<file path="config.mk">
export PLATFORM = sky130hd
export DESIGN_NAME = valve_travel_controller_unit
export DESIGN_NICKNAME = d
export VERILOG_FILES = /design/src/design/vtc_pkg.sv /design/src/design/vtc_ctrl.sv /design/src/design/valve_travel_controller_unit.sv
export SDC_FILE = /design/constraint.sdc
export NUM_CORES = 1
export LEC_CHECK = 0
export ABC_CLOCK_PERIOD_IN_PS = 3600
export BUFFER_PORTS_ARGS = -buffer_cell sky130_fd_sc_hd__buf_2
export CORE_MARGIN = 5
export CORE_UTILIZATION = 46
export DETAILED_ROUTE_END_ITERATION = 10
export PLACE_DENSITY = 0.68
export SYNTH_ARGS = -nofsm -noshare
export SYNTH_HDL_FRONTEND = slang
export SYNTH_SLANG_ARGS = --single-unit
</file>
<file path="constraint.sdc">
create_clock -name clock -period 3.6 [get_ports clock]
set_input_delay 0.72 -clock clock [delete_from_list [all_inputs] [get_ports clock]]
set_output_delay 0.72 -clock clock [all_outputs]
set_load 0.05 [all_outputs]
</file>
<file path="src/design/vtc_pkg.sv">
`timescale 1ns / 1ps

package vtc_pkg;

   localparam int TICKS_PER_SECOND = 1000;
   localparam int SETTLE_TICKS     = 100;

   localparam int MS_WIDTH  = 10;
   localparam int SEC_WIDTH = 9;

   localparam logic [MS_WIDTH-1:0]  TICK_LIMIT     = MS_WIDTH'(TICKS_PER_SECOND);
   localparam logic [MS_WIDTH-1:0]  SETTLE_LIMIT   = MS_WIDTH'(SETTLE_TICKS);
   localparam logic [SEC_WIDTH-1:0] SETTLE_SECONDS = SEC_WIDTH'(SETTLE_TICKS / TICKS_PER_SECOND);
   localparam logic [SEC_WIDTH-1:0] SEC_MAX        = '1;
   localparam bit                   SETTLE_USED    = (SETTLE_TICKS != 0);

   localparam logic OP_TICK    = 1'b0;
   localparam logic OP_COMMAND = 1'b1;

   localparam logic CSR_MAX_TRAVEL = 1'b0;
   localparam logic CSR_USE_POWER  = 1'b1;

   typedef enum logic [1:0] {
      POS_OPEN   = 2'd0,
      POS_CLOSED = 2'd1,
      POS_MID    = 2'd2
   } pos_type;

   typedef enum logic [2:0] {
      RC_NONE    = 3'd0,
      RC_REACHED = 3'd1,
      RC_ALREADY = 3'd2,
      RC_TIMEOUT = 3'd3,
      RC_BUSY    = 3'd4
   } rc_type;

   typedef struct packed {
      logic    op;
      logic    target;
      pos_type pos;
   } item_type;

   typedef struct packed {
      logic [7:0] max_travel_seconds;
      logic       use_power_relay;
   } cfg_type;

   typedef struct packed {
      logic                 valve_relay;
      logic                 power_relay;
      pos_type              position;
      logic                 busy;
      rc_type               code;
      logic [SEC_WIDTH-1:0] open_seconds;
      logic [SEC_WIDTH-1:0] close_seconds;
   } result_type;

   // The open switch wins when both are active.
   function automatic pos_type decode_pos(input logic open_n, input logic close_n);
      pos_type pos;
      if (!open_n) begin
         pos = POS_OPEN;
      end else if (!close_n) begin
         pos = POS_CLOSED;
      end else begin
         pos = POS_MID;
      end
      return pos;
   endfunction

   function automatic logic at_target(input pos_type pos, input logic tgt);
      return tgt ? (pos == POS_OPEN) : (pos == POS_CLOSED);
   endfunction

   function automatic logic [SEC_WIDTH-1:0] sat_inc(input logic [SEC_WIDTH-1:0] v);
      return (v == SEC_MAX) ? SEC_MAX : v + 1'b1;
   endfunction

endpackage

</file>
<file path="src/design/vtc_ctrl.sv">
`timescale 1ns / 1ps

module vtc_ctrl (
   input  logic                clock,
   input  logic                reset,
   input  logic                fire,
   input  vtc_pkg::item_type   item,
   input  vtc_pkg::cfg_type    cfg,
   output vtc_pkg::result_type result
);
   import vtc_pkg::*;

   typedef enum logic [1:0] {
      PH_IDLE   = 2'd0,
      PH_SETTLE = 2'd1,
      PH_TRAVEL = 2'd2
   } phase_type;

   phase_type            phase_ff, phase_in;
   logic                 target_ff, target_in;
   logic [MS_WIDTH-1:0]  ms_count_ff, ms_count_in;
   logic [SEC_WIDTH-1:0] check_ff, check_in;
   logic [SEC_WIDTH-1:0] elapsed_ff, elapsed_in;
   logic [SEC_WIDTH-1:0] open_time_ff, open_time_in;
   logic [SEC_WIDTH-1:0] close_time_ff, close_time_in;
   logic                 valve_ff, valve_in;
   logic                 power_ff, power_in;

   logic [MS_WIDTH-1:0]  ms_inc;
   logic [SEC_WIDTH-1:0] check_inc;
   logic [SEC_WIDTH-1:0] elapsed_inc;
   rc_type               code;

   assign ms_inc      = ms_count_ff + 1'b1;
   assign check_inc   = sat_inc(check_ff);
   assign elapsed_inc = sat_inc(elapsed_ff);

   always_comb begin
      phase_in      = phase_ff;
      target_in     = target_ff;
      ms_count_in   = ms_count_ff;
      check_in      = check_ff;
      elapsed_in    = elapsed_ff;
      open_time_in  = open_time_ff;
      close_time_in = close_time_ff;
      valve_in      = valve_ff;
      power_in      = power_ff;
      code          = RC_NONE;

      if (item.op == OP_COMMAND) begin
         if (phase_ff == PH_SETTLE || phase_ff == PH_TRAVEL) begin
            code = RC_BUSY;
         end else if (at_target(item.pos, item.target)) begin
            code = RC_ALREADY;
         end else begin
            target_in   = item.target;
            ms_count_in = '0;
            check_in    = '0;
            elapsed_in  = '0;
            if (cfg.use_power_relay) begin
               power_in = 1'b1;
            end
            if (cfg.use_power_relay && SETTLE_USED) begin
               phase_in = PH_SETTLE;
            end else begin
               valve_in = item.target;
               phase_in = PH_TRAVEL;
            end
         end
      end else begin
         unique case (phase_ff)
            PH_SETTLE: begin
               ms_count_in = ms_inc;
               if (ms_inc >= SETTLE_LIMIT) begin
                  valve_in    = target_ff;
                  elapsed_in  = SETTLE_SECONDS;
                  check_in    = '0;
                  ms_count_in = '0;
                  if (at_target(item.pos, target_ff)) begin
                     if (target_ff) begin
                        open_time_in = SETTLE_SECONDS;
                     end else begin
                        close_time_in = SETTLE_SECONDS;
                     end
                     power_in = 1'b0;
                     phase_in = PH_IDLE;
                     code     = RC_REACHED;
                  end else begin
                     phase_in = PH_TRAVEL;
                  end
               end
            end
            PH_TRAVEL: begin
               ms_count_in = ms_inc;
               if (ms_inc >= TICK_LIMIT) begin
                  ms_count_in = '0;
                  check_in    = check_inc;
                  elapsed_in  = elapsed_inc;
                  if (at_target(item.pos, target_ff)) begin
                     if (target_ff) begin
                        open_time_in = elapsed_inc;
                     end else begin
                        close_time_in = elapsed_inc;
                     end
                     power_in = 1'b0;
                     phase_in = PH_IDLE;
                     code     = RC_REACHED;
                  end else if (check_inc > {1'b0, cfg.max_travel_seconds}) begin
                     power_in = 1'b0;
                     phase_in = PH_IDLE;
                     code     = RC_TIMEOUT;
                  end
               end
            end
            default: begin
               phase_in = PH_IDLE;
            end
         endcase
      end
   end

   always_comb begin
      result.valve_relay   = valve_in;
      result.power_relay   = power_in;
      result.position      = item.pos;
      result.busy          = (phase_in == PH_SETTLE) || (phase_in == PH_TRAVEL);
      result.code          = code;
      result.open_seconds  = open_time_in;
      result.close_seconds = close_time_in;
   end

   always_ff @(posedge clock) begin
      if (reset) begin
         phase_ff      <= PH_IDLE;
         target_ff     <= 1'b0;
         ms_count_ff   <= '0;
         check_ff      <= '0;
         elapsed_ff    <= '0;
         open_time_ff  <= '0;
         close_time_ff <= '0;
         valve_ff      <= 1'b0;
         power_ff      <= 1'b0;
      end else if (fire) begin
         phase_ff      <= phase_in;
         target_ff     <= target_in;
         ms_count_ff   <= ms_count_in;
         check_ff      <= check_in;
         elapsed_ff    <= elapsed_in;
         open_time_ff  <= open_time_in;
         close_time_ff <= close_time_in;
         valve_ff      <= valve_in;
         power_ff      <= power_in;
      end
   end

endmodule

</file>
<file path="src/design/valve_travel_controller_unit.sv">
`timescale 1ns / 1ps

// Ball valve travel controller. Each input word is either a one-millisecond tick or a
// move command, and each produces exactly one result word carrying the relay drives, the
// decoded limit-switch position, the busy flag, a result code and the last recorded open
// and close times. One word is taken every clock cycle while req_stall is low; a word passes
// through an input register and a result register, and the input register hands it on only
// when the result register is empty or being taken, so a stall on the result side holds it.
// The controller state is updated at the same clock edge that loads the result register.
// Configuration writes are always ready and take effect at once.

module valve_travel_controller_unit (
   input  logic       clock,
   input  logic       reset,

   input  logic       req_valid,
   output logic       req_stall,
   input  logic       req_op,
   input  logic       req_target,
   input  logic       req_open_switch_n,
   input  logic       req_close_switch_n,

   output logic       rsp_valid,
   input  logic       rsp_stall,
   output logic       rsp_valve_relay,
   output logic       rsp_power_relay,
   output logic [1:0] rsp_position,
   output logic       rsp_busy_res,
   output logic [2:0] rsp_result_code,
   output logic [8:0] rsp_last_open_seconds,
   output logic [8:0] rsp_last_close_seconds,

   input  logic       csr_valid,
   output logic       csr_ready,
   input  logic       csr_index,
   input  logic [7:0] csr_wdata
);
   import vtc_pkg::*;

   cfg_type    cfg_ff;
   logic       in_valid_ff;
   item_type   item_ff;
   logic       out_valid_ff;
   result_type out_ff;
   result_type result;
   logic       out_free;
   logic       fire;
   logic       take;

   // The result register frees up when it is empty or being taken this cycle.
   assign out_free  = !out_valid_ff || !rsp_stall;
   assign fire      = in_valid_ff && out_free;
   assign req_stall = in_valid_ff && !out_free;
   assign take      = req_valid && !req_stall;
   assign csr_ready = 1'b1;

   vtc_ctrl u_ctrl (
      .clock  (clock),
      .reset  (reset),
      .fire   (fire),
      .item   (item_ff),
      .cfg    (cfg_ff),
      .result (result)
   );

   always_ff @(posedge clock) begin
      if (reset) begin
         cfg_ff.max_travel_seconds <= 8'd8;
         cfg_ff.use_power_relay    <= 1'b0;
      end else if (csr_valid && csr_ready) begin
         unique case (csr_index)
            CSR_MAX_TRAVEL: cfg_ff.max_travel_seconds <= csr_wdata;
            CSR_USE_POWER:  cfg_ff.use_power_relay    <= csr_wdata[0];
            default: ;
         endcase
      end
   end

   always_ff @(posedge clock) begin
      if (reset) begin
         in_valid_ff <= 1'b0;
      end else if (take) begin
         in_valid_ff <= 1'b1;
      end else if (fire) begin
         in_valid_ff <= 1'b0;
      end
   end

   always_ff @(posedge clock) begin
      if (take) begin
         item_ff.op     <= req_op;
         item_ff.target <= req_target;
         item_ff.pos    <= decode_pos(req_open_switch_n, req_close_switch_n);
      end
   end

   always_ff @(posedge clock) begin
      if (reset) begin
         out_valid_ff <= 1'b0;
      end else if (fire) begin
         out_valid_ff <= 1'b1;
      end else if (!rsp_stall) begin
         out_valid_ff <= 1'b0;
      end
   end

   always_ff @(posedge clock) begin
      if (fire) begin
         out_ff <= result;
      end
   end

   assign rsp_valid              = out_valid_ff;
   assign rsp_valve_relay        = out_ff.valve_relay;
   assign rsp_power_relay        = out_ff.power_relay;
   assign rsp_position           = out_ff.position;
   assign rsp_busy_res           = out_ff.busy;
   assign rsp_result_code        = out_ff.code;
   assign rsp_last_open_seconds  = out_ff.open_seconds;
   assign rsp_last_close_seconds = out_ff.close_seconds;

endmodule

</file>
# ---- Word level (Yosys, flattened, before mapping)
# Cells that the tools add are included.
dict set report totals {
  inputBits 18
  register_bits 92
  word_cells 137
}
dict set report op_classes {
  n_eq_ne 12
  mux 75
  n_reduce_logical 18
  addsub 3
  bitwise 3
  order_cmp 3
}
# cell count
set op_table {}
lappend op_table {{9-bit 2-to-1 mux} 23}
lappend op_table {{9-bit case mux with 2 select lines} 4}
lappend op_table {{10-bit 2-to-1 mux} 5}
lappend op_table {{2-bit 2-to-1 mux} 12}
lappend op_table {{1-bit 2-to-1 mux} 22}
lappend op_table {{10-bit case mux with 2 select lines} 1}
lappend op_table {{9-bit by 1-bit adder with 9-bit output (second input constant)} 2}
lappend op_table {{9-bit equality test (second input constant)} 2}
lappend op_table {{3-bit 2-to-1 mux} 5}
lappend op_table {{10-bit by 1-bit adder with 10-bit output (second input constant)} 1}
lappend op_table {{10-bit >= comparator (second input constant)} 1}
lappend op_table {{10-bit by 7-bit >= comparator with 1-bit output (second input constant)} 1}
lappend op_table {{9-bit by 8-bit greater-than comparator with 1-bit output} 1}
lappend op_table {{4-bit AND reduction} 2}
lappend op_table {{2-bit by 1-bit equality test with 1-bit output (second input constant)} 3}
lappend op_table {{3-bit inequality test (second input constant)} 2}
lappend op_table {{3-bit case mux with 2 select lines} 1}
lappend op_table {{6-bit AND reduction} 1}
lappend op_table {{2-bit equality test (second input constant)} 2}
lappend op_table {{1-bit zero test} 4}
lappend op_table {{2-bit inequality test (second input constant)} 2}
lappend op_table {{2-bit case mux with 2 select lines} 1}
lappend op_table {{2-bit AND reduction} 2}
lappend op_table {{1-bit logical AND} 3}
lappend op_table {{7 further kinds} 11}

# ---- Longest topological paths before layout
# Gate-level depths: netlist of the first run.
dict set report logic_depth {
  depth_word 10
  ltp_mapped 13
  mapped_depth_nobuf 13
}

# ---- Cells and area by module
# From an unflattened synthesis of the first run, not the netlist that was laid out.
dict set report hier_totals {
  cells_unflattened 475
  hier_area_um2 4668.2
}
# mod cells_per_inst n_inst area_per_inst_um2
set modules_own_cells {}
lappend modules_own_cells {vtc_ctrl 391 1 3264.4}
lappend modules_own_cells {valve_travel_controller_unit 84 1 1403.8}

# ---- Worst setup path before layout of the first run
# Ideal clock, no wire load.
dict set report synth_path {
  kind {flip-flop to flip-flop}
  startpoint {register u_ctrl.check_ff[0]}
  endpoint {register out_ff (netlist bit rsp_busy_res) (data pin)}
  synth_period_minus_slack_ps 2867
  setup_time_ps 263
  slack_ps 733
  t_arrival_ps 2604
  path_stages_with_launch 14
  path_buffers 0
  path_cell_list {dfxtp_1 ha_1 nand2_1 nor3_1 nand2_1 nand2_1 ha_1 a211oi_1 o221ai_1 o21ai_0 nand3_1 a211o_1 o211ai_1 xnor2_1}
}
# element line
set synth_lines {}
lappend synth_lines {{start, declared} vtc_ctrl.sv:22} ;# logic [SEC_WIDTH-1:0] check_ff, check_in;
lappend synth_lines {{start signal, assigned} vtc_ctrl.sv:147} ;# check_ff <= check_in;
lappend synth_lines {{end signal, assigned} valve_travel_controller_unit.sv:109} ;# out_ff <= result;
lappend synth_lines {{end, declared} valve_travel_controller_unit.sv:44} ;# result_type out_ff;

==> results by group, run 1 <==
Status
  • Status: complete, no violations

Synth
  • Syn_nets: ~530
  • Post-synthesis sequential area ratio: 0.447
  • Largest cells by area after synthesis: dfxtp_1 (26%), edfxtp_1 (19%), a22o_1 (5.7%), nand2_1 (4.6%), ha_1 (3.7%)
  • Yosys reg bits: 92
  • Post-synth EDFFs: 30
  • Yosys top cell area share: 0.259
  • Async SR Flop Fraction: 0
  • Cells after Synth: around 500
  • Warnings, synthesis: 0
  • Top_reg_cell synth: dfxtp_1
  • Synth Area per Inst: 9.63 µm²
  • Biggest area consumer among synthesized cells: dfxtp_1
  • Distinct cells, synth: approximately 70
  • Post-Syn Area: between 4000 and 5000 µm²

STA
  • Minimum clock period: between 3 and 4 ns
  • Setup WS post-layout: 0.317 ns
  • Max Clk Rate: between 300 and 400 MHz
  • Worst-Margin Slew: 0.772 ns
  • Setup TNS Final: 0 ns
  • Final worst-path cycle share: 0.912
  • Hold Vio Cnt, Final: 0
  • Pins Over Slew Limit: 0
  • Final setup vio count: 0
  • RSZ-0062 raised after global routing: false
  • Clk_skew: roughly 0.015 ns
  • Slew HR: 0.483

GRT
  • Vias in the first global route: approximately 3600
  • GRT Util Overall: 0.167
  • Pin count of the biggest net entering global routing: 44
  • First-pass GRT wire length: between 15000 and 20000 µm
  • Congestion Overflow GR: 0
  • Antenna violations before repair: 0

Clocking
  • Insertion delay to the later sink of the worst-skew pair: 0.38 ns
  • CTS tree: built
  • Htree depth: 3
  • Cts bufs inserted: 9
  • Post-CTS Setup Bufs: 0
  • CTS Hold Bufs: 0
  • CTS clk-pin slew, worst paths: roughly 0.1 ns
  • Clk buf depth: 2
  • Root Driver: clkbuf_8
  • Sink Count: a little over 90

Finish
  • Multi-input logic area: between 2000 and 2500 µm²
  • Layout area overhead: 10.1%
  • Nets: between 500 and 600
  • Final Cell Area: 5270 µm²
  • Commonest cells after routing, fill and taps aside: dfxtp_1 (62), nand2_1 (59), buf_2 (45)
  • Filler cell count: about 940
  • N_diodes: 0
  • Reg area: around 2100 µm²
  • Share of post-route cells with drive strength above 1: 0.169
  • Non-Filler Instances: 675
  • Most common cell after layout, fill and taps aside: dfxtp_1
  • Finished Core Util: 0.515

Route
  • Routed length per placed instance: about 16 µm
  • DR pass1 iterations: 5
  • Vias: ~3900
  • Detail Route Antenna Nets: 0
  • Via/cell ratio: between 5 and 6
  • Final WL: 10500 µm
  • Number of remaining DRC errors: 0
  • DR iter-0 viols: ~190

Pwr
  • Pleak: about 1.9 nW
  • VDD IR max: approximately 190 µV
  • Pwr/cell area: ~380 nW/µm²

Place
  • DP HPWL: slightly below 8000 µm
  • Final GP Congestion: between 0.8 and 0.9
  • Placed inst area: 5080 µm²
  • Placed cell count: roughly 660
  • Pre-CTS WS: 0.263 ns
  • IO buf count: 45

Floorplan
  • Die width: approximately 110 µm
  • Vert. Die Dim: 112 µm
  • Die area: roughly 13000 µm²
  • Initial Utilization: 0.468
  • Row Count: 37
  • I/O pin count: 47
  • Core area: a little over 10000 µm²

Setup path
  • Bufs and invs on worst path: 0
  • Worst path top cell family by delay: compound AO/OA/AOI/OAI gates
  • CP max stage cell: dfxtp_1
  • Critical path class: flip-flop to flip-flop
  • Critical Path End Type: flip-flop
  • CP peak stage delay: a little under 0.4 ns
  • Critical Path RT: approximately 3.7 ns
  • Critical path's most frequent cell: nand2_1
  • Worst Setup Start Kind: flip-flop
  • Max FO, Critical Path: 8
  • Crit path DAT: around 3.4 ns
  • Cell Chain, Critical Path: ha_1 -> nand2_1 -> nor3_1 -> nand2_1 -> nand2_1 -> ha_1 -> a211oi_1 -> o221ai_1 -> o21ai_1 -> nand3_1 -> a211o_1 -> o211ai_1 -> xnor2_1

Worst hold path
  • Type of the most critical hold path: flip-flop to flip-flop

Flow run
  • Number of max-cap violations: 0
[through the flow]
step                      hold slack, ns  total power [W]
after floorplan                    0.433          0.00129
final                              0.459          0.00201
after detailed placement           0.448          0.00134
after global routing               0.476          0.00209
after CTS                          0.462          0.00202
after global placement             0.446          0.00134
[path summary, 6_finish.rpt]
| path | to | slack (ns) | from | cells after the start |
|---|---|---|---|---|
| setup / recovery | rsp_busy_res | 0.32 | u_ctrl.check_ff[0] | 13 |
| hold / removal | cfg_ff[8] | 0.46 | cfg_ff[8] | 2 |
| setup reg to reg | rsp_busy_res | 0.32 | u_ctrl.check_ff[0] | 13 |
| hold reg to reg | cfg_ff[8] | 0.46 | cfg_ff[8] | 2 |
[Yosys cell counts (3+ instances only)]
| cell type | n |
|---|---|
| nand3_1 | 24 |
| ha_1 | 14 |
| nand4b_1 | 3 |
| nand2b_1 | 14 |
| a21oi_1 | 25 |
| o2bb2ai_1 | 3 |
| nor2_1 | 28 |
| clkbuf_1 | 12 |
| nand4_1 | 13 |
| a31oi_1 | 5 |
| o221ai_1 | 3 |
| a22o_1 | 31 |
| a211oi_1 | 5 |
| nor2b_1 | 10 |
| buf_2 | 3 |
| nor4_1 | 3 |
| dfxtp_1 | 62 |
| nor3_1 | 8 |
| a211o_1 | 4 |
| nand2_1 | 59 |
| o21ai_0 | 34 |
| a32o_1 | 4 |
| inv_1 | 15 |
| buf_4 | 5 |
| edfxtp_1 | 30 |
| a21o_1 | 3 |
| nor3b_1 | 3 |
| and2_1 | 3 |
| xor2_1 | 7 |
| xnor2_1 | 11 |
[cells by family (layout without fill, tap and decap cells)]
kind of cell | after synthesis | count (layout) | synth area share
AND/OR/NAND/NOR | 188 | 188 | 0.210
adder cells (fa/ha/maj) | 14 | 14 | 0.0366
AO/OA/AOI/OAI | 140 | 140 | 0.218
other | 1 | 1 | 0.000783
multiplexers | 2 | 2 | 0.00418
flip-flops | 92 | 92 | 0.447
buffers and inverters | 41 | 83 | 0.0439
XOR/XNOR | 19 | 19 | 0.0387
[state kept, by name, summed over array words and instances (netlist names)]
| register | flops |
|---|---|
| u_ctrl.ms_count_ff | 10 |
| cfg_ff | 9 |
| rsp_last_close_seconds | 9 |
| rsp_last_open_seconds | 9 |
| u_ctrl.check_ff | 9 |
| u_ctrl.close_time_ff | 9 |
| u_ctrl.elapsed_ff | 9 |
| u_ctrl.open_time_ff | 9 |
| item_ff | 4 |
| rsp_result_code | 3 |
| rsp_position | 2 |
| u_ctrl.phase_ff | 2 |
| in_valid_ff | 1 |
| rsp_busy_res | 1 |
| rsp_power_relay | 1 |
| rsp_valid | 1 |
| rsp_valve_relay | 1 |
| u_ctrl.power_ff | 1 |
| u_ctrl.target_ff | 1 |
| u_ctrl.valve_ff | 1 |
[routing by layer]
metal,up-vias,global-route usage,share of wire
met5,-,0,0
met4,0,0.0697,0.018
met2,95,0.277,0.47
met1,1860,0.215,0.46
met3,16,0.0291,0.044
li1,1919,-,-
[layout make-up]
class / count / area share
Clock buffer: 9 / 0.0235
Clock inverter: 7 / 0.0133
Tap cell: 136 / 0.0323
Timing Repair Buffer: 51 / 0.0513
Inverter: 16 / 0.0114
Sequential cell: 92 / 0.406
Multi-Input combinational cell: 364 / 0.462
[worst register-to-register path, stage by stage, from the launching register on]
cell,delay [ns]
dfxtp_1,0.39
ha_1,0.22
nand2_1,0.08
nor3_1,0.30
nand2_1,0.23
nand2_1,0.14
ha_1,0.26
a211oi_1,0.23
o221ai_1,0.15
o21ai_1,0.29
nand3_1,0.19
a211o_1,0.33
o211ai_1,0.11
xnor2_1,0.11
[where the power goes]
group          total (W)  internal [W]  switching (W)  leakage [nW]
Sequential       0.00111       0.00110      0.0000157         0.773
Combinational   0.000209     0.0000544       0.000154          1.03
Clock           0.000686      0.000270       0.000416        0.0940
[timing repair]
action / in CTS / in global routing
hold endpoints to repair: 0 / 0
resized for setup: 0 / 1
setup endpoints to repair: 0 / 1
Note: power is estimated with default switching activity, not from simulation.
==> run 2: changes to the inputs <==
--- a/config.mk
+++ b/config.mk
@@ -5,12 +5,13 @@
 export SDC_FILE = /design/constraint.sdc
 export NUM_CORES = 1
 export LEC_CHECK = 0
-export ABC_CLOCK_PERIOD_IN_PS = 3600
+export ABC_CLOCK_PERIOD_IN_PS = 3000
 export BUFFER_PORTS_ARGS = -buffer_cell sky130_fd_sc_hd__buf_2
+export CAP_MARGIN = 0
 export CORE_MARGIN = 5
 export CORE_UTILIZATION = 46
 export DETAILED_ROUTE_END_ITERATION = 10
-export PLACE_DENSITY = 0.68
+export PLACE_DENSITY = 0.7
 export SYNTH_ARGS = -nofsm -noshare
 export SYNTH_HDL_FRONTEND = slang
 export SYNTH_SLANG_ARGS = --single-unit
==> constraint.sdc (replaced) <==
create_clock -name clock -period 3 [get_ports clock]
set_input_delay 0.6 -clock clock [delete_from_list [all_inputs] [get_ports clock]]
set_output_delay 0.6 -clock clock [all_outputs]
set_load 0.05 [all_outputs]
==> results by group, run 2 (synthesis gave the netlist of run 1 again) <==
Status
  • Status: complete, no violations

Finish
  • N_diodes: 0
  • Commonest cells after routing, fill and taps aside: dfxtp_1 (57), nand2_1 (56), buf_2 (45)
  • Non-Filler Instances: a little under 700
  • Nets: approximately 590
  • Most common cell after layout, fill and taps aside: dfxtp_1
  • Final Cell Area: 5510 µm²
  • Layout area overhead: 15.1%
  • Top reg by flops: u_ctrl.ms_count_ff
  • Reg area: ~2200 µm²
  • Filler cell count: between 900 and 1000
  • Multi-input logic area: ~2500 µm²
  • Share of post-route cells with drive strength above 1: 0.229
  • Max reg flops: 10

Setup path
  • Cell Chain, Critical Path: ha_2 -> nand2_2 -> nor3_4 -> nand2_4 -> and2_1 -> ha_1 -> nand2_1 -> o32a_1 -> o21ai_2 -> buf_4 -> nand3_1 -> a211o_1 -> o211ai_1 -> xnor2_1
  • Crit Reg-Reg Startpoint: u_ctrl.check_ff[0]
  • CP max stage cell: dfxtp_4
  • Worst path top cell family by delay: compound AO/OA/AOI/OAI gates
  • Max FO, Critical Path: 8
  • CP startpoint: u_ctrl.check_ff[0]
  • Bufs and invs on worst path: 1
  • Critical Path RT: around 3.1 ns
  • CP peak stage delay: between 0.3 and 0.4 ns
  • Crit path DAT: roughly 3 ns
  • Worst Setup Start Kind: flip-flop
  • Critical Path End Type: flip-flop
  • Critical path class: flip-flop to flip-flop

STA
  • Final setup vio count: 0
  • Minimum clock period: 2.90 ns
  • Hold Vio Cnt, Final: 0
  • Clk_skew: 0.0104 ns
  • Slew HR: 0.475
  • Worst-Margin Slew: slightly below 0.8 ns
  • Setup WS post-layout: 0.101 ns
  • Max Clk Rate: around 340 MHz
  • Pins Over Slew Limit: 0
  • Final worst-path cycle share: 0.966

Route
  • Detail Route Antenna Nets: 0
  • DR iter-0 viols: between 400 and 500
  • Highest Signal Layer: met4
  • Met2 routed WL: approximately 5100 µm
  • Number of remaining DRC errors: 0
  • Via/cell ratio: ~5.7
  • WL met3: between 700 and 800 µm
  • Final WL: roughly 11000 µm
  • Routed length per placed instance: between 15 and 20 µm
  • Vias: 3985
  • DRT met1 WL: about 5000 µm
  • DR pass1 iterations: 4

Floorplan
  • I/O pin count: 47
  • Die width: 112 µm
  • Vert. Die Dim: about 110 µm
  • Core area: between 10000 and 15000 µm²
  • Die area: ~13000 µm²
  • Row Count: 37
  • Initial Utilization: 0.468

Flow run
  • Number of max-cap violations: 0

GRT
  • First-pass GRT wire length: between 15000 and 20000 µm
  • Vias in the first global route: about 3800
  • Congestion Overflow GR: 0
  • Pin count of the biggest net entering global routing: 31
  • Antenna violations before repair: 0
  • GRT Util Overall: 0.174

Pwr
  • Int Pwr: approximately 0.0017 W
  • Sequential share of power: 0.556
  • Clock network power share: 0.334
  • Combinational Power Share: 0.109
  • VDD IR max: around 200 µV
  • Tot Pwr: roughly 0.0024 W
  • Pleak: around 2.0 nW
  • Sw frac: 0.287
  • Pwr/cell area: 435 nW/µm²
  • Sw power: approximately 0.00069 W

Place
  • Final GP Congestion: 0.898
  • Pre-CTS WS: -0.0695 ns
  • DP HPWL: between 7000 and 8000 µm
  • IO buf count: 45
  • Placed inst area: about 5200 µm²
  • Placed cell count: 678

Clocking
  • Htree depth: 3
  • Root Driver: clkbuf_8
  • CTS tree: built
  • Sink Count: just over 90
  • CTS Hold Bufs: 0
  • Clk buf depth: 2
  • Cts bufs inserted: 9
  • Insertion delay to the later sink of the worst-skew pair: between 0.3 and 0.4 ns
  • CTS clk-pin slew, worst paths: approximately 0.1 ns

Worst hold path
  • Hold_sp: req_op
  • Type of the most critical hold path: primary input to flip-flop
-- run 2: cell count changes in the layout (fill, tap and decap cells not counted), sizes merged --
cell and delta:
buf +20, clkinvlp -2, inv +2
-- run 2: per-layer routing --
metal / track usage / up-vias
li1: - / 1959
met1: 0.228 / 1881
met2: 0.282 / 134
met3: 0.0437 / 11
met4: 0.0601 / 0
met5: 0 / -
-- run 2: worst register-to-register path, delay by kind of cell, from the launching register on --
family	cells	cell delay, ns
buffers and inverters	1	0.14
AOI/OAI and AO/OA	4	0.83
adders and majority gates	2	0.46
xor gates and xnor gates	1	0.12
DFF	1	0.37
and+or+nand+nor	6	0.73
-- run 2: cell type report --
class	count	area share
clock buffers	9	0.0225
well taps	136	0.0309
clock inverters	7	0.0118
inverters	16	0.0109
flip-flops and latches	92	0.390
multi-input cells	364	0.457
repair buffers	71	0.0763
-- run 2: final timing paths --
path                  endpoint  slack, ns  cells after the start
setup / recovery  rsp_busy_res       0.10                     14
hold / removal      item_ff[3]       0.40                      1
setup reg to reg  rsp_busy_res       0.10                     14
hold reg to reg      cfg_ff[7]       0.46                      2
-- run 2: through the flow --
step | TNS, ns | utilization | hold slack (ns)
4_1_cts | 0 | 0.530 | 0.385
2_1_floorplan | 0 | - | 0.433
3_3_place_gp | 0 | 0.510 | 0.447
6_report | 0 | 0.539 | 0.405
5_1_grt | -0.0244 | 0.539 | 0.388
3_5_place_dp | -0.0695 | 0.510 | 0.451
-- run 2: power by group through the flow --
stage	Clock (W)	Combinational [W]	Sequential, W
after floorplan	0	0.000123	0.00142
after global placement	0	0.000255	0.00136
after detailed placement	0	0.000259	0.00136
after CTS	0.000825	0.000260	0.00133
after global routing	0.000888	0.000283	0.00134
final	0.000802	0.000262	0.00133
-- run 2: timing repair --
| action | 4_1_cts | 5_1_grt |
|---|---|---|
| gates resized for setup | 4 | 19 |
| pin swaps | 0 | 8 |
| endpoints found under the setup margin | 1 | 4 |
| setup buffers | 0 | 1 |
| endpoints found under the hold margin | 0 | 0 |
